==> src/design/fpq_pkg.sv <==
// Shared types, constants and the arctangent table for the face pose block.
// No dependencies.
package fpq_pkg;

    localparam int ATAN_ITERATIONS = 16;
    localparam int DIV_QW          = 16;
    localparam int NCELL = (ATAN_ITERATIONS > DIV_QW) ? ATAN_ITERATIONS : DIV_QW;

    localparam int CW  = 34;   // CORDIC x/y width
    localparam int ZW  = 26;   // CORDIC angle accumulator width
    localparam int NW  = 36;   // divider numerator width
    localparam int DW  = 20;   // divider denominator width
    localparam int SHW = 5;    // shift index width

    localparam int ROLL_MAX  = 46080;
    localparam int YAW_MAX   = 7680;
    localparam int PITCH_MAX = 5120;
    localparam int QUAL_MAX  = 32768;
    localparam int YAW_GAIN  = 11520;
    localparam int PITCH_GAIN = 7680;
    localparam int Z_QUARTER = 90 * 65536;

    typedef struct packed {
        logic signed [CW-1:0] x;
        logic signed [CW-1:0] y;
        logic signed [ZW-1:0] z;
    } t_cordic;

    typedef struct packed {
        logic [NW-1:0]     rem;
        logic [NW-1:0]     dsh;
        logic [DW-1:0]     den;
        logic [DIV_QW-1:0] quo;
    } t_div;

    typedef struct packed {
        logic zero;
        logic yaw_neg;
        logic pitch_neg;
    } t_side;

    // atan(2^-i) in degrees, Q16, rounded
    function automatic logic signed [ZW-1:0] atan_q16(input logic [SHW-1:0] idx);
        logic signed [ZW-1:0] v;
        case (idx)
            5'd0:    v = ZW'(2949120);
            5'd1:    v = ZW'(1740967);
            5'd2:    v = ZW'(919879);
            5'd3:    v = ZW'(466945);
            5'd4:    v = ZW'(234379);
            5'd5:    v = ZW'(117304);
            5'd6:    v = ZW'(58666);
            5'd7:    v = ZW'(29335);
            5'd8:    v = ZW'(14668);
            5'd9:    v = ZW'(7334);
            5'd10:   v = ZW'(3667);
            5'd11:   v = ZW'(1833);
            5'd12:   v = ZW'(917);
            5'd13:   v = ZW'(458);
            5'd14:   v = ZW'(229);
            5'd15:   v = ZW'(115);
            5'd16:   v = ZW'(57);
            5'd17:   v = ZW'(29);
            5'd18:   v = ZW'(14);
            5'd19:   v = ZW'(7);
            5'd20:   v = ZW'(4);
            5'd21:   v = ZW'(2);
            5'd22:   v = ZW'(1);
            default: v = '0;
        endcase
        return v;
    endfunction

endpackage

==> src/design/fpq_div_cell.sv <==
// One restoring-division step (one quotient bit) with its output register.
// Depends on fpq_pkg.
module fpq_div_cell
    import fpq_pkg::*;
(
    input  logic i_clk,
    input  logic i_adv,
    input  logic i_act,
    input  t_div i_data,
    output t_div o_data
);

    t_div r_data;
    t_div n_data;
    logic ge;

    always_comb begin
        ge     = (i_data.rem >= i_data.dsh);
        n_data = i_data;
        if (i_act) begin
            n_data.rem = ge ? (i_data.rem - i_data.dsh) : i_data.rem;
            n_data.dsh = i_data.dsh >> 1;
            n_data.quo = {i_data.quo[DIV_QW-2:0], ge};
        end
    end

    always_ff @(posedge i_clk) begin
        if (i_adv) begin
            r_data <= n_data;
        end
    end

    assign o_data = r_data;

endmodule

==> config.mk <==
export PLATFORM = sky130hd
export DESIGN_NAME = fpq_div_cell
export DESIGN_NICKNAME = d
export VERILOG_FILES = /design/src/design/fpq_pkg.sv /design/src/design/fpq_div_cell.sv
export SDC_FILE = /design/constraint.sdc
export NUM_CORES = 1
export LEC_CHECK = 0
export CAP_MARGIN = 20
export CORE_AREA = 2 2 110 112
export CTS_CLUSTER_DIAMETER = 200
export DETAILED_ROUTE_END_ITERATION = 8
export DIE_AREA = 0 0 112 114
export DONT_BUFFER_PORTS = 1
export GPL_ROUTABILITY_DRIVEN = 0
export HOLD_SLACK_MARGIN = 0.15
export PLACE_DENSITY = 0.86
export SETUP_SLACK_MARGIN = 0.3
export SYNTH_ARGS = -nofsm -noshare
export SYNTH_HDL_FRONTEND = slang
export SYNTH_SLANG_ARGS = --single-unit
==> constraint.sdc <==
create_clock -name i_clk -period 2.35 [get_ports i_clk]
set_input_delay 0.1175 -clock i_clk [delete_from_list [all_inputs] [get_ports i_clk]]
set_output_delay 0.1175 -clock i_clk [all_outputs]
set_load 0.005 [all_outputs]
Word level (Yosys, flattened, before mapping). Index checks and enable logic that the tools add are counted.

Latch bits: 0. Memory bits (writable): 0. Bits in registers: 108. Memory bits (read-only): 0. Bits of input ports: 111. Memories kept: 0. Output and inout bits: 108. Word-level logic and storage cells: 10.

Div/mod/pow operators: 0. Equality and inequality tests: 0. Bitwise logic cells: 0. Multipliers: 0. Shifts and indexed selects: 0. Add/subtract/negate cells: 1. Multiplexer cells: 3. Order comparisons: 1. Reductions and logical operators: 0.

Operator list (count): $mux W72 (1); $ge A36 B36 Y1 (1); $mux W36 (1); $sub A36 B36 Y36 (1); $mux W16 (1).

Depth between registers and ports, before layout.
Depth in word-level cells: 3. Gate-level depth with buffers: 12. Gate-level depth less buffers: 11.

Least setup slack after synthesis. No wires, ideal clock.

Path kind: input to register. From: input i_data[58] (netlist bit). To: register r_data, in the netlist o_data[74], data pin. Setup time: 0.260 ns. Arrival: 2.316 ns. Path slack: -0.226 ns. Required time: 2.090 ns. Buffers on the path: 2. Stages: 12. Cell sequence: inv_1 -> ha_1 -> buf_2 -> nand4_2 -> a2111oi_0 -> o31ai_1 -> a31oi_2 -> o2111a_2 -> o21ai_4 -> nand2_4 -> buf_6 -> mux2_4.

RTL lines: from (decl) (line fpq_div_cell.sv:9) `input t_div i_data,`; to (signal assigned) (line fpq_div_cell.sv:29) `r_data <= n_data;`; to (decl) (line fpq_div_cell.sv:13) `t_div r_data;`.

==> results.yml <==
run_status:
  status: "complete, but fails checks"
  violations: "negative hold slack"
synthesis:
  synthesis.area_sq_um: 6620
  ys_warn_count: 0
  synth_ff_type: "edfxtp_1"
  synth_top_cell_area_share_pct: 49.0
  avgSynthCellArea_sq_um: 11.1
  syn-num-nets: 742
  ys_top_cells_by_area: "edfxtp_1 (49%), ha_1 (6.8%), mux2_4 (5.9%), o21ai_0 (3.7%), nand2_1 (3.1%)"
  yosys-top-cells-count: "edfxtp_1 (108), nand2_1 (54), o21ai_0 (49)"
  ys_types: 63
  synth_edf_count: 108
  synth.most_common_cell: "edfxtp_1"
  yosysSeqAreaShare_pct: 49.0
  ys_async_sr_fraction_pct: 0
  synth_top_area_cell: "edfxtp_1"
  synth-seq-cells: 108
  synth_cells: 594
global_route:
  grtUsageTotal_pct: 33.1
  antenna_found_initial: 0
  grt_pass1_wl_um: 33100
  grt_pass1_vias: 6256
  grt-ovfl-total: 0
  grt_max_degree: 109
placement:
  pre_cts_ws_ns: -0.317
  place.port_buffers: 0
  placed_area_sq_um: 7480
  hpwl_um: 13200
floorplanning:
  fp.dieH_um: 114
  fp.dieW_um: 112
  dieArea_sq_um: 12800
  ioPinCount: 219
  row_count: 40
  start_util_pct: 56.5
  core_region_area_sq_um: 11700
power_and_ir_drop:
  p_clk_share_pct: 26.9
  p_seq_share_pct: 45.1
  internal-power_mw: 3.92
  power.leakage_nw: 3.89
  switchingPower_mw: 1.57
  pwr_density_cell_nw_per_um2: 568
  p_comb_share_pct: 28.0
  ir_drop_uv: 457
  p_sw_share_pct: 28.7
finish:
  largest_reg_flops: 108
  fin_area_sq_um: 9680
  multi_input_comb_area_sq_um: 3510
  area_growth_pct: 46.4
  num_antenna_cells: 0
  seqCellArea_sq_um: 3240
  fill_cells: 596
  final_nets: 965
  drive_gt1_share_pct: 27.6
setup_path:
  crit_buf_inv: 2
  path_cells: "inv_1 -> ha_4 -> nand2_2 -> a2111oi_4 -> o31ai_4 -> a31oi_4 -> o2111a_2 -> o21ai_4 -> nand2_4 -> clkbuf_16 -> mux2_4"
  max_stage_delay_ns: 0.41
  cp.depth: 11
  critPathCaptureType: "flip-flop"
  crit_required_ns: 2.45
  slowest_stage: "a2111oi_4"
  worst_setup_path_start_kind: "primary input"
  cp_top_family: "compound AO/OA/AOI/OAI gates"
  path_class: "primary input to flip-flop"
  critPathMaxFanout: 6
  critPathLaunch: "i_data[60]"
  crit_end: "o_data[84]$_DFFE_PP_"
  cp_data_arrival_time_ns: 2.34
timing:
  fin_crit_sh_pct: 95.1
  max_freq_ghz: 0.447
  worst-slew-pin-transition_ns: 0.561
  final_max_slew_viol_count: 0
  fin_ws_ns: 0.114
  rsz0062_at_grt: "true"
  hold_violations: 109
  finalSetupViolations: 0
  post-route-min-period_ns: 2.24
  hold_slack_ns: -0.124
  max_slew_margin_pct: 62.3
detailed_routing:
  firstDrtPassIters: 5
  top_layer: "met4"
  finalWirelength_um: 22100
  first_iter_violations: 579
  antenna_left: 0
  vias: 6066
  vias_per_cell: 6.27
  drc: 0
  drt-met1-wl_um: 7810
  met3_length_um: 1820
  wl_met2_um: 11400
  wl_per_cell_um: 22.9
clock_tree:
  cts.path.max_buffers: 2
  cts_buffers: 9
  clk_pin_slew_ns: 0.08
  clock-sinks: 108
  postCtsHoldBufs: 148
  cts_tree: "built"
  htree_levels: 3
  cts-root-buf: "clkbuf_16"
worst_hold_path:
  hold_class: "primary input to flip-flop"
  hold_start: "i_adv"
run:
  drv_cap: 0
## stage by stage
step	TNS (ns)	cells	power, mW	hold slack [ns]	util (%)
2_1_floorplan	-2.56	594	3.26	0.216	-
6_report	0	968	5.50	-0.124	82.7
4_1_cts	0	962	5.34	-0.127	80.7
3_3_place_gp	-4.30	793	3.55	0.216	63.9
5_1_grt	0	968	5.68	-0.124	82.7
3_5_place_dp	-7.89	793	3.60	0.216	63.9
## area by class of cell
type / count / area share [%]
Clock buffer: 9 / 2.33
Clock inverter: 6 / 0.581
Inverter: 45 / 2.00
Multi-Input combinational cell: 415 / 36.3
Sequential cell: 108 / 33.5
Tap cell: 147 / 1.90
Timing Repair Buffer: 238 / 23.4
## kinds of logic after synthesis
kind of cell	Yosys count	synth area share (%)
buffers and inverters	71	4.42
and+or+nand+nor	142	10.4
adders and majority gates	37	7.11
muxes	43	8.77
xor gates and xnor gates	24	3.18
AOI/OAI and AO/OA	169	17.1
DFF	108	49.0
## timing repair
| item | 4_1_cts | 5_1_grt |
|---|---|---|
| hold endpoints to repair | 216 | 109 |
| buffers inserted | 6 | 4 |
| pin swaps | 18 | 10 |
| gates resized for setup | 36 | 26 |
| gates cloned | 0 | 2 |
| setup endpoints to repair | 36 | 37 |
## metal layers
layer / vias up / GRT usage [%]
li1: 2662 / -
met4: 0 / 15.4
met2: 396 / 60.9
met3: 93 / 6.43
met5: - / 0
met1: 2915 / 37.2
## cells in the final DEF, fill, tap and decap left out, types with 4 or more instances in the layout
| master | n |
|---|---|
| edfxtp_1 | 108 |
| clkbuf_16 | 11 |
| inv_2 | 6 |
| a21oi_1 | 21 |
| and3_1 | 4 |
| o21ai_0 | 48 |
| nor2_1 | 22 |
| o21ai_1 | 6 |
| buf_6 | 5 |
| o21a_1 | 7 |
| nor3_1 | 7 |
| nand4_1 | 11 |
| o31ai_2 | 4 |
| inv_1 | 35 |
| mux2_4 | 26 |
| a21o_1 | 22 |
| ha_1 | 21 |
| mux2_2 | 16 |
| nand2_1 | 51 |
| xnor2_1 | 15 |
| ha_4 | 14 |
| xor2_1 | 9 |
| nand3_1 | 15 |
| buf_4 | 80 |
| dlygate4sd3_1 | 147 |
| and2_1 | 5 |
| a21oi_2 | 8 |
| o21ai_2 | 6 |
| a211oi_1 | 4 |
## how the worst min path moves through the flow
stage / slack, ns / cells past startpoint / to
final: -0.12 / 0 / o_data[60]$_DFFE_PP_
after global routing: -0.12 / 0 / o_data[60]$_DFFE_PP_
after CTS: -0.13 / 0 / o_data[59]$_DFFE_PP_
after detailed placement: 0.22 / 0 / o_data[30]$_DFFE_PP_
after global placement: 0.22 / 0 / o_data[31]$_DFFE_PP_
after floorplan: 0.22 / 0 / o_data[16]$_DFFE_PP_
## power groups by stage
stage               Combinational [mW]  Clock [mW]  Sequential (mW)
detailed placement                1.09           0             2.51
CTS                               1.39        1.48             2.47
global route                      1.63        1.55             2.49
floorplan                        0.796           0             2.47
finish                            1.54        1.48             2.48
global placement                  1.04           0             2.51
(Power assumes the default switching activity.)
