[src/design/fpq_pkg.sv]
// Shared types, constants and the arctangent table for the face pose block.
// No dependencies.
package fpq_pkg;

    localparam int ATAN_ITERATIONS = 16;
    localparam int DIV_QW          = 16;
    localparam int NCELL = (ATAN_ITERATIONS > DIV_QW) ? ATAN_ITERATIONS : DIV_QW;

    localparam int CW  = 34;   // CORDIC x/y width
    localparam int ZW  = 26;   // CORDIC angle accumulator width
    localparam int NW  = 36;   // divider numerator width
    localparam int DW  = 20;   // divider denominator width
    localparam int SHW = 5;    // shift index width

    localparam int ROLL_MAX  = 46080;
    localparam int YAW_MAX   = 7680;
    localparam int PITCH_MAX = 5120;
    localparam int QUAL_MAX  = 32768;
    localparam int YAW_GAIN  = 11520;
    localparam int PITCH_GAIN = 7680;
    localparam int Z_QUARTER = 90 * 65536;

    typedef struct packed {
        logic signed [CW-1:0] x;
        logic signed [CW-1:0] y;
        logic signed [ZW-1:0] z;
    } t_cordic;

    typedef struct packed {
        logic [NW-1:0]     rem;
        logic [NW-1:0]     dsh;
        logic [DW-1:0]     den;
        logic [DIV_QW-1:0] quo;
    } t_div;

    typedef struct packed {
        logic zero;
        logic yaw_neg;
        logic pitch_neg;
    } t_side;

    // atan(2^-i) in degrees, Q16, rounded
    function automatic logic signed [ZW-1:0] atan_q16(input logic [SHW-1:0] idx);
        logic signed [ZW-1:0] v;
        case (idx)
            5'd0:    v = ZW'(2949120);
            5'd1:    v = ZW'(1740967);
            5'd2:    v = ZW'(919879);
            5'd3:    v = ZW'(466945);
            5'd4:    v = ZW'(234379);
            5'd5:    v = ZW'(117304);
            5'd6:    v = ZW'(58666);
            5'd7:    v = ZW'(29335);
            5'd8:    v = ZW'(14668);
            5'd9:    v = ZW'(7334);
            5'd10:   v = ZW'(3667);
            5'd11:   v = ZW'(1833);
            5'd12:   v = ZW'(917);
            5'd13:   v = ZW'(458);
            5'd14:   v = ZW'(229);
            5'd15:   v = ZW'(115);
            5'd16:   v = ZW'(57);
            5'd17:   v = ZW'(29);
            5'd18:   v = ZW'(14);
            5'd19:   v = ZW'(7);
            5'd20:   v = ZW'(4);
            5'd21:   v = ZW'(2);
            5'd22:   v = ZW'(1);
            default: v = '0;
        endcase
        return v;
    endfunction

endpackage

[src/design/fpq_cordic_cell.sv]
// One vectoring CORDIC micro-rotation with its output register.
// Depends on fpq_pkg.
module fpq_cordic_cell
    import fpq_pkg::*;
(
    input  logic           i_clk,
    input  logic           i_adv,
    input  logic           i_act,
    input  logic [SHW-1:0] i_shift,
    input  t_cordic        i_data,
    output t_cordic        o_data
);

    t_cordic r_data;
    t_cordic n_data;
    logic signed [CW-1:0] x_in;
    logic signed [CW-1:0] y_in;
    logic signed [CW-1:0] xs;
    logic signed [CW-1:0] ys;
    logic signed [ZW-1:0] ang;

    always_comb begin
        x_in   = i_data.x;
        y_in   = i_data.y;
        xs     = x_in >>> i_shift;
        ys     = y_in >>> i_shift;
        ang    = atan_q16(i_shift);
        n_data = i_data;
        if (i_act) begin
            // rotate toward the x axis
            if (!y_in[CW-1]) begin
                n_data.x = x_in + ys;
                n_data.y = y_in - xs;
                n_data.z = i_data.z + ang;
            end else begin
                n_data.x = x_in - ys;
                n_data.y = y_in + xs;
                n_data.z = i_data.z - ang;
            end
        end
    end

    always_ff @(posedge i_clk) begin
        if (i_adv) begin
            r_data <= n_data;
        end
    end

    assign o_data = r_data;

endmodule

[config.mk]
export PLATFORM = sky130hd
export DESIGN_NAME = fpq_cordic_cell
export DESIGN_NICKNAME = d
export VERILOG_FILES = /design/src/design/fpq_pkg.sv /design/src/design/fpq_cordic_cell.sv
export SDC_FILE = /design/constraint.sdc
export NUM_CORES = 1
export LEC_CHECK = 0
export BUFFER_PORTS_ARGS = -buffer_cell sky130_fd_sc_hd__buf_2
export CAP_MARGIN = 20
export CORE_ASPECT_RATIO = 0.75
export CORE_MARGIN = 2
export CORE_UTILIZATION = 40
export CTS_BUF_LIST = sky130_fd_sc_hd__clkbuf_4 sky130_fd_sc_hd__clkbuf_8 sky130_fd_sc_hd__clkbuf_16
export CTS_CLUSTER_DIAMETER = 40
export DETAILED_ROUTE_END_ITERATION = 12
export GPL_TIMING_DRIVEN = 1
export SYNTH_ARGS = -nofsm -noshare
export SYNTH_HDL_FRONTEND = slang
export SYNTH_SLANG_ARGS = --single-unit
[constraint.sdc]
create_clock -name i_clk -period 8.15 [get_ports i_clk]
set_input_delay 1.63 -clock i_clk [delete_from_list [all_inputs] [get_ports i_clk]]
set_output_delay 1.63 -clock i_clk [all_outputs]
set_load 0.01 [all_outputs]
Word level (Yosys, flattened, before mapping)
Memories as Yosys holds them, arrays and structs flattened.
Cells that the tools add are included.
{"block": "totals", "out_inout_bits": 94, "register_bits": 94, "wordCells": 14, "input_bits": 102, "mem_bits_ro": 704, "memories": 1}
{"name": "(no name shown)", "depth": 32, "word_bits": 22, "rd": 1, "rd_clocked_by_memory_dff": 0, "wr": 0, "line_no": "fpq_pkg.sv:45", "text": "case (idx)"}
{"block": "op_classes", "addsub": 6, "shifts": 2, "mux": 2}
{"cell": "two-way mux 94 bit", "n": 2}
{"cell": "adder 34 bit", "n": 2}
{"cell": ">>> shifter 34 x 5 -> 34 bit", "n": 2}
{"cell": "subtractor 34 bit", "n": 2}
{"cell": "adder 26 bit", "n": 1}
{"cell": "subtractor 26 bit", "n": 1}

Depth between registers and ports, before layout
Gate-level depths: netlist of the first run.
{"block": "logic_depth", "ltp_word": 4, "ltp_mapped": 28, "ltp_nobuf": 23}

Least setup slack after synthesis of the first run
OpenSTA, ideal clock, no wires.
{"block": "synth_path", "path_type": "input -> register", "start": "in i_shift[0]", "end": "reg r_data, in the netlist o_data[24] (data pin)", "setup_time_ns": 0.260, "required_time_ns": 7.890, "path_buffers": 4, "arrival_ns": 7.068, "path_stages": 24, "path_slack_ns": 0.822, "cell_sequence": "buf_2 -> inv_1 -> buf_2 -> buf_2 -> buf_1 -> ha_1 -> mux4_2 -> a22oi_1 -> and3b_1 -> nand3b_1 -> or3_1 -> or3_1 -> nor2_1 -> nor2_1 -> xor2_1 -> ha_1 -> a21o_1 -> a21o_1 -> a21oi_1 -> o2111ai_1 -> a41oi_1 -> o21ai_0 -> xor2_1 -> mux2_2"}
{"element": "start, declared", "line_no": "fpq_cordic_cell.sv:9", "text": "input logic [SHW-1:0] i_shift,"}
{"element": "end signal, assigned", "line_no": "fpq_cordic_cell.sv:45", "text": "r_data <= n_data;"}
{"element": "end, declared", "line_no": "fpq_cordic_cell.sv:14", "text": "t_cordic r_data;"}

==> metrics, run 1 <==
Least-Margin Pin Slew 0.937 ns; Psw 1.13 mW; WP buf/inv 4; hold path cells 2; CP max stage cell or3_1; clk slew on worst S/H paths 0.07 ns; Core Area 0.0372 mm^2; cell count after synthesis 1680; final setup violation count 0; Hold Startpoint i_data[25]; Max Slew Vio Count 0; die width 229 um; Initial Util 0.407; post-synth top area share 0.187; area added between synthesis and finish 13.0%; num ports 196; first-pass GRT wire length 81200 um; Seq pwr share 0.245; Post-DRT Antenna Nets 0; GRT Util Overall 0.267; clk buf depth 2; vias in the first global route 13400; Synth cell types 93; PwrDens 159 mW/mm^2; Post-DP HPWL 41600 um; clock sink count 94; Min Hold Slack 1.54 ns; status complete, no violations; P_leak 7.03 nW; setup TNS 0 ns; Port-buffer cells 195; largest net degree at the start of global routing 69; Mean Syn Cell Area 9.00 um^2; Area contributors post-synth edfxtp_1, mux4_2, ha_1; CP Cell Sequence buf_4 -> buf_4 -> buf_4 -> mux4_2 -> a222oi_1 -> and2_1 -> ha_1 -> nand2_1 -> nor4_2 -> nand4_1 -> or3_1 -> a211o_1 -> o21ai_0 -> ha_1 -> a21oi_1 -> nor2b_1 -> a41oi_1 -> o311ai_0 -> buf_4 -> a31oi_1 -> o21ai_0 -> a31oi_1 -> xnor2_1 -> mux2_2; Post-synth EDFFs 94; Die H 172 um; number of DRC markers in iteration 0 1797; Hold Buf Count CTS 0; Post-synth top flop edfxtp_1; Synth top cells by count nand2_1, a21oi_1, nor2_1, ha_1, edfxtp_1; H-tree Lvls 3; CP max FO 30; initial antenna violation count 1; DR vias/cell 6.14; Pint 1.59 mW; Placer Congestion 0.978; nets 2056; Worst VDD drop 0.000104 V; critical path class input pin to register; most used cell, CP buf_4; Worst Path Arrival 7.63 ns; DRC Markers 0; final worst-path cycle share 0.917; gr ovfl total 0; max FFs per register 94; vias post-DR 14500; Fmax 0.134 GHz; CP max stage delay 0.51 ns; Syn Nets 1884; worst hold path type input pin to register; WHS Endpoint o_data[25]$_DFFE_PP_; full die area 0.0394 mm^2; row cnt 61; top-count cell post-synth nand2_1; clock network power share 0.168; Routed WL 52900 um; CTS buffer count 9; endpoints failing hold 0; critical path endpoint category register; Root Buffer clkbuf_16; CP Launch Type input pin; CTS tree yes; family with the most delay on the worst path compound AO/OA/AOI/OAI gates; postcts setup bufs 0; asr flop ratio synth 0; mapped cell area 0.0151 mm^2; Power Total 2.72 mW; post_cts resized 0; switching portion of total power 0.415; Comb pwr share 0.587; maxcap violations 0; Final min period 7.48 ns; drt pass-1 iters 6; Max transition margin 0.372; RSZ-0062 raised after global routing false; layout cells sized above 1 0.258; WP data required 8.31 ns; Synth area leader edfxtp_1; drt wl/cell 22.4 um; Yosys reg bits 94; Yosys warning count 0; register area share after synthesis 0.187
==> stage by stage <==
| stage | cell area [um^2] | utilization | cells | setup slack [ns] |
|---|---|---|---|---|
| final | 17100 | 0.460 | 2362 | 0.675 |
| after CTS | 17100 | 0.460 | 2361 | 0.771 |
| after global routing | 17100 | 0.460 | 2361 | 0.231 |
| after global placement | 16800 | 0.452 | 2345 | 0.442 |
| after floorplan | 15100 | - | 1680 | 0.822 |
| after detailed placement | 16800 | 0.452 | 2345 | 0.361 |
==> area by class of cell <==
cell class	count	area, um^2
clock buffers	10	233
well taps	504	631
multi-input cells	1441	11600
diodes	1	2.50
clock inverters	6	68.8
repair buffers	260	1530
fillers	3668	20100
inverters	46	173
flip-flops and latches	94	2820
==> routing by layer <==
| layer | up-vias | GRT usage | part of all wire |
|---|---|---|---|
| met5 | - | 0 | 0 |
| met4 | 0 | 0.0574 | 0.013 |
| met3 | 35 | 0.0709 | 0.094 |
| met2 | 625 | 0.392 | 0.42 |
| met1 | 7033 | 0.389 | 0.47 |
| li1 | 6804 | - | - |
==> power by group through the flow <==
stage          clock network [mW]  registers [mW]  logic, mW
2_1_floorplan                   0           0.728       1.07
3_3_place_gp                    0           0.679       1.56
3_5_place_dp                    0           0.679       1.57
4_1_cts                     0.478           0.669       1.58
5_1_grt                     0.485           0.676       1.75
6_report                    0.457           0.668       1.60
==> cells by family after synthesis <==
group | count (synthesis) | synth area share
simple gates | 460 | 0.150
flops | 94 | 0.187
mux | 224 | 0.225
fa+ha+maj | 102 | 0.0859
xor+xnor | 138 | 0.0799
compound gates | 517 | 0.229
buf+inv | 145 | 0.0444
==> how the worst max path moves through the flow <==
stage / start / endpoint / cells past startpoint / slack [ns]
after floorplan: i_shift[0] / o_data[24]$_DFFE_PP_ / 24 / 0.82
after global placement: i_shift[1] / o_data[89]$_DFFE_PP_ / 23 / 0.44
after detailed placement: i_shift[1] / o_data[89]$_DFFE_PP_ / 24 / 0.36
after CTS: i_shift[1] / o_data[89]$_DFFE_PP_ / 24 / 0.77
after global routing: i_shift[1] / o_data[89]$_DFFE_PP_ / 24 / 0.23
final: i_shift[1] / o_data[89]$_DFFE_PP_ / 24 / 0.67
==> cell usage in the layout, fill, tap and decap left out, types with 30 or more instances in the layout <==
master	netlist	routed
inv_1	43	43
nor2_1	128	127
mux4_2	74	74
xnor2_1	83	83
edfxtp_1	94	94
a21o_1	51	51
ha_1	99	99
xor2_1	55	55
a21oi_1	134	134
mux2i_1	52	52
mux2_2	89	89
buf_4	13	66
nand2_1	140	140
o21ai_0	78	78
nor3_1	30	30
buf_2	14	190
(Power assumes the default switching activity.)
==> run 2: changes to the inputs <==
==> constraint.sdc (replaced) <==
create_clock -name i_clk -period 6.2 [get_ports i_clk]
set_input_delay 1.24 -clock i_clk [delete_from_list [all_inputs] [get_ports i_clk]]
set_output_delay 1.24 -clock i_clk [all_outputs]
set_load 0.01 [all_outputs]
==> run 2 against run 1 <==
The flow now finishes with violations (setup timing). Global-route usage up 4.3 points. Sequential cell count unchanged. Wire length up 19%. Clock power grew 26%. Hold slack worse by 0.42 ns. Highest routed layer unchanged.
==> metrics, run 2 (synthesis results as in run 1) <==
vias post-DR 17100; # fillers 3390; gr ovfl total 0; status finished with violations; CTS tree yes; Port-buffer cells 195; GRT Util Overall 0.310; number of DRC markers in iteration 0 1612; final worst-path cycle share 1.01; family with the most delay on the worst path compound AO/OA/AOI/OAI gates; clk slew on worst S/H paths 0.07 ns; diode count 0; critical path class input pin to register; Post-DP HPWL 49700 um; post-placement cell area 0.0207 mm^2; worst hold path type input pin to register; full die area 0.0394 mm^2; layout cells sized above 1 0.473; die width 229 um; RSZ-0062 raised after global routing true; Post-DRT Antenna Nets 0; Max transition margin 0.521; critical path endpoint category register; Finished Layout Cells 2914; final setup violation count 5; clk buf depth 2; Final Instance Area 0.0222 mm^2; drt pass-1 iters 6; P_leak 9.90 nW; Worst Path Arrival 6.45 ns; vias in the first global route 16100; largest net degree at the start of global routing 51; WP data required 6.36 ns; clock sink count 94; Fmax 0.159 GHz; drt wl/cell 21.7 um; footprint of the multi-input gates 0.0124 mm^2; endpoints failing hold 0; Routed WL 63100 um; Min Hold Slack 1.12 ns; PwrDens 197 mW/mm^2; met2 routed WL 26900 um; Power Total 4.36 mW; Core Area 0.0372 mm^2; CP Launch Type input pin; Sequential Area 0.00282 mm^2; CP max stage cell mux4_2; Placer Congestion 1.06; Root Buffer clkbuf_16; Worst VDD drop 0.000118 V; CP Cell Sequence buf_12 -> mux2_4 -> mux4_2 -> a222oi_1 -> and2_1 -> ha_2 -> nand2_2 -> nor4_4 -> nand4_1 -> buf_4 -> or3_4 -> a21oi_2 -> o21ai_1 -> ha_1 -> nand2_2 -> a2111o_1 -> a31oi_4 -> nor2_1 -> a211o_1 -> o21a_1 -> xnor2_1 -> mux2_4; WP buf/inv 2; DR vias/cell 5.87; WL met1 29300 um; max FFs per register 94; WHS Endpoint o_data[25]$_DFFE_PP_; Least-Margin Pin Slew 0.719 ns; WL met3 5730 um; final worst slack -0.0929 ns; H-tree Lvls 3; CP max FO 8; Hold Startpoint i_data[25]; DRC Markers 0; Max Slew Vio Count 0; CP max stage delay 0.55 ns; Die H 172 um; initial antenna violation count 0; row cnt 61; CTS buffer count 9; first-pass GRT wire length 94000 um; Layout Utilization 0.596; nets 2609; commonest non-fill, non-tap cell in the layout buf_4; Cells after DPL 2852; maxcap violations 0; num ports 196; area added between synthesis and finish 46.5%; Initial Util 0.407; Final min period 6.29 ns; hold path cells 2; violated checks setup timing; highest metal layer with signal wires met4; most frequent cells in the layout buf_4, buf_2, nand2_1, a21oi_1, nor2_1
## run 2: cell types whose count changed in the layout (fill, tap and decap cells not counted), sizes merged
cell,previous run,this run
diode,1,0
inv,45,48
buf,260,812
bufinv,1,0
clkinvlp,1,0
## run 2: final cells by class
cell class,instances,share of cell area
Multi-Input combinational cell,1441,0.558
Inverter,46,0.00802
Clock inverter,7,0.00237
Clock buffer,9,0.0102
Timing Repair Buffer,813,0.266
Sequential cell,94,0.127
Tap cell,504,0.0285
## run 2: metal layers
layer	GRT usage	up-vias
li1	-	7917
met1	0.447	8352
met2	0.465	748
met3	0.0788	79
met4	0.0642	0
met5	0	-
## run 2: how the worst max path moves through the flow
stage	depth (start not counted)	slack, ns	endpoint	from
6_report	22	-0.09	o_data[88]$_DFFE_PP_	i_shift[2]
5_1_grt	22	-0.23	o_data[88]$_DFFE_PP_	i_shift[2]
4_1_cts	24	-0.06	o_data[88]$_DFFE_PP_	i_shift[2]
3_5_place_dp	25	-0.90	o_data[58]$_DFFE_PP_	i_shift[1]
3_3_place_gp	24	-0.88	o_data[89]$_DFFE_PP_	i_shift[2]
2_1_floorplan	23	-0.03	o_data[89]$_DFFE_PP_	i_shift[1]
## run 2: through the flow
step                setup TNS, ns  setup WS (ns)
floorplan                 -0.0314        -0.0314
global placement           -20.72         -0.883
detailed placement         -21.98         -0.899
CTS                        -0.120        -0.0615
global route                -1.47         -0.225
finish                     -0.170        -0.0929
## run 2: repair_timing
action                     in CTS  in global routing
cloned                          0                  1
pin swaps                      27                 74
gates resized for setup        44                138
setup endpoints to repair      30                 34
hold buffers                    0                  0
setup buffers                  12                 38
## run 2: report_power, final
| group | internal, mW | total (mW) | switching (mW) |
|---|---|---|---|
| Clock | 0.276 | 0.576 | 0.300 |
| Sequential | 0.852 | 0.878 | 0.0260 |
| Combinational | 1.46 | 2.91 | 1.45 |
| Total | 2.59 | 4.36 | 1.77 |
==> run 3: changes to the inputs <==
--- a/config.mk
+++ b/config.mk
@@ -5,6 +5,7 @@
 export SDC_FILE = /design/constraint.sdc
 export NUM_CORES = 1
 export LEC_CHECK = 0
+export ABC_AREA = 1
 export BUFFER_PORTS_ARGS = -buffer_cell sky130_fd_sc_hd__buf_2
 export CAP_MARGIN = 20
 export CORE_ASPECT_RATIO = 0.75
==> run 3 against run 2 <==
The run now ends clean. Sequential share of layout area rose by 2.5 points. Global-route usage increased by 0.79 points. Setup slack better by 0.48 ns. Clock power rose by 2%. Sequential cell count is the same. Utilization down 11 points. Count of clock-buffer cells in the layout unchanged.
==> metrics, run 3 <==
vias in the first global route 17300; max FFs per register 94; Max Slew Vio Count 0; final setup violation count 0; Post-Place Worst Slack -0.0550 ns; nets 3130; row cnt 62; CTS tree yes; status complete, no violations; PwrDens 205 mW/mm^2; GRT Util Overall 0.318; Least-Margin Pin Slew 0.983 ns; Syn Nets 2806; Yosys reg bits 94; Routed WL 64200 um; top-count cell post-synth nand2_1; die width 230 um; Hold Startpoint i_data[25]; full die area 0.0400 mm^2; WP data required 6.35 ns; Initial Util 0.403; number of DRC markers in iteration 0 1962; drt pass-1 iters 5; vias post-DR 18800; post-synth top area share 0.208; WHS Endpoint o_data[25]$_DFFE_PP_; hold path cells 2; critical path endpoint category register; Max transition margin 0.339; diode count 0; critical path class input pin to register; drt wl/cell 18.7 um; Cells after DPL 3427; Worst Path Arrival 5.97 ns; P_leak 9.49 nW; CTS buffer count 9; initial antenna violation count 3; Root Buffer clkbuf_16; CP Launch Type input pin; Port-buffer cells 195; CP max stage cell ha_1; Yosys warning count 0; Core Area 0.0381 mm^2; # fillers 4122; Post-DP HPWL 53100 um; Final min period 5.81 ns; largest net degree at the start of global routing 68; commonest non-fill, non-tap cell in the layout nand2_1; Area contributors post-synth nand2_1, edfxtp_1, nand3_1; most used cell, CP nand2_1; DR vias/cell 5.45; Synth cell types 54; CP max FO 28; DRC Markers 0; RSZ-0062 raised after global routing false; Synth area leader nand2_1; first-pass GRT wire length 98700 um; cell count after synthesis 2602; CP max stage delay 0.29 ns; clk buf depth 2; register area share after synthesis 0.184; Worst VDD drop 0.000147 V; clock sink count 94; Finished Layout Cells 3442; area added between synthesis and finish 20.7%; mapped cell area 0.0154 mm^2; H-tree Lvls 3; Post-synth top flop edfxtp_1; endpoints failing hold 0; final worst slack 0.389 ns; worst hold path type input pin to register; layout cells sized above 1 0.170; Placer Congestion 0.986; Post-DRT Antenna Nets 0; Power Total 3.81 mW; Post-synth EDFFs 94; most frequent cells in the layout nand2_1, nand3_1, inv_1, buf_4, nor2_1; clk slew on worst S/H paths 0.07 ns; final worst-path cycle share 0.937; Mean Syn Cell Area 5.90 um^2; num ports 196; Die H 174 um; Synth top cells by count nand2_1, nand3_1, inv_1, nor2_1, a21oi_1; maxcap violations 0; gr ovfl total 0; asr flop ratio synth 0; Fmax 0.172 GHz
## run 3: cell types whose count changed in the layout (fill, tap and decap cells not counted), sizes merged, moves of 37 or more
cell,delta
o21ai,+64
a21o,-39
nand2,+713
nor2,+86
nand3,+372
mux2i,-52
xnor2,-37
mux2,-91
buf,-399
mux4,-81
inv,+203
## run 3: worst max-delay path by stage
| stage | from | slack [ns] | cells after the start | endpoint |
|---|---|---|---|---|
| final | i_shift[0] | 0.39 | 32 | o_data[88]$_DFFE_PP_ |
| after global routing | i_shift[0] | 0.002 | 31 | o_data[56]$_DFFE_PP_ |
| after CTS | i_shift[0] | 0.35 | 32 | o_data[88]$_DFFE_PP_ |
| after detailed placement | i_shift[0] | -0.05 | 32 | o_data[88]$_DFFE_PP_ |
| after global placement | i_shift[0] | -0.07 | 32 | o_data[88]$_DFFE_PP_ |
| after floorplan | i_shift[1] | 0.98 | 27 | o_data[25]$_DFFE_PP_ |
## run 3: per-layer routing
metal / vias to the layer above / GRT usage / part of all wire
li1: 9329 / - / -
met1: 8614 / 0.476 / 0.49
met2: 750 / 0.451 / 0.40
met3: 75 / 0.0729 / 0.088
met4: 6 / 0.0823 / 0.021
met5: - / 0 / 0.00064
## run 3: cells by family after synthesis
kind of cell | count (synthesis) | share of synthesized area
AND/OR/NAND/NOR | 1560 | 0.432
AO/OA/AOI/OAI | 388 | 0.145
buffers and inverters | 353 | 0.0951
XOR/XNOR | 105 | 0.0599
adder cells (fa/ha/maj) | 102 | 0.0846
flip-flops | 94 | 0.184
## run 3: metrics by stage
stage | utilization | setup TNS (ns) | instance area [um^2] | hold slack [ns]
final | 0.487 | 0 | 18500 | 1.15
after detailed placement | 0.479 | -0.0550 | 18300 | 1.54
after floorplan | - | 0 | 15400 | 1.35
after CTS | 0.487 | 0 | 18500 | 1.12
after global routing | 0.487 | 0 | 18500 | 1.16
after global placement | 0.479 | -0.0743 | 18300 | 1.54
## run 3: repair_timing
item	CTS	global route
buffers inserted	0	0
hold buffers	0	0
setup endpoints to repair	0	5
gates resized for setup	0	5
## run 3: layout make-up
type	count	area [um^2]	area share
Multi-Input combinational cell	2155	11100	0.598
Clock inverter	6	61.3	0.00331
Sequential cell	94	2820	0.152
Timing Repair Buffer	413	2760	0.149
Tap cell	512	641	0.0346
Clock buffer	9	225	0.0121
Inverter	253	953	0.0514
## run 3: worst max-delay path, delay by kind of cell
kind,cells,cell delay [ns]
simple gates,17,2.14
compound gates,7,1.35
buf+inv,7,0.92
fa+ha+maj,1,0.29
## run 3: where the power goes
part / leakage (nW) / total [mW] / switching (mW) / internal (mW)
Combinational: 8.44 / 2.36 / 1.46 / 0.896
Clock: 0.133 / 0.589 / 0.280 / 0.309
Sequential: 0.918 / 0.858 / 0.0236 / 0.835
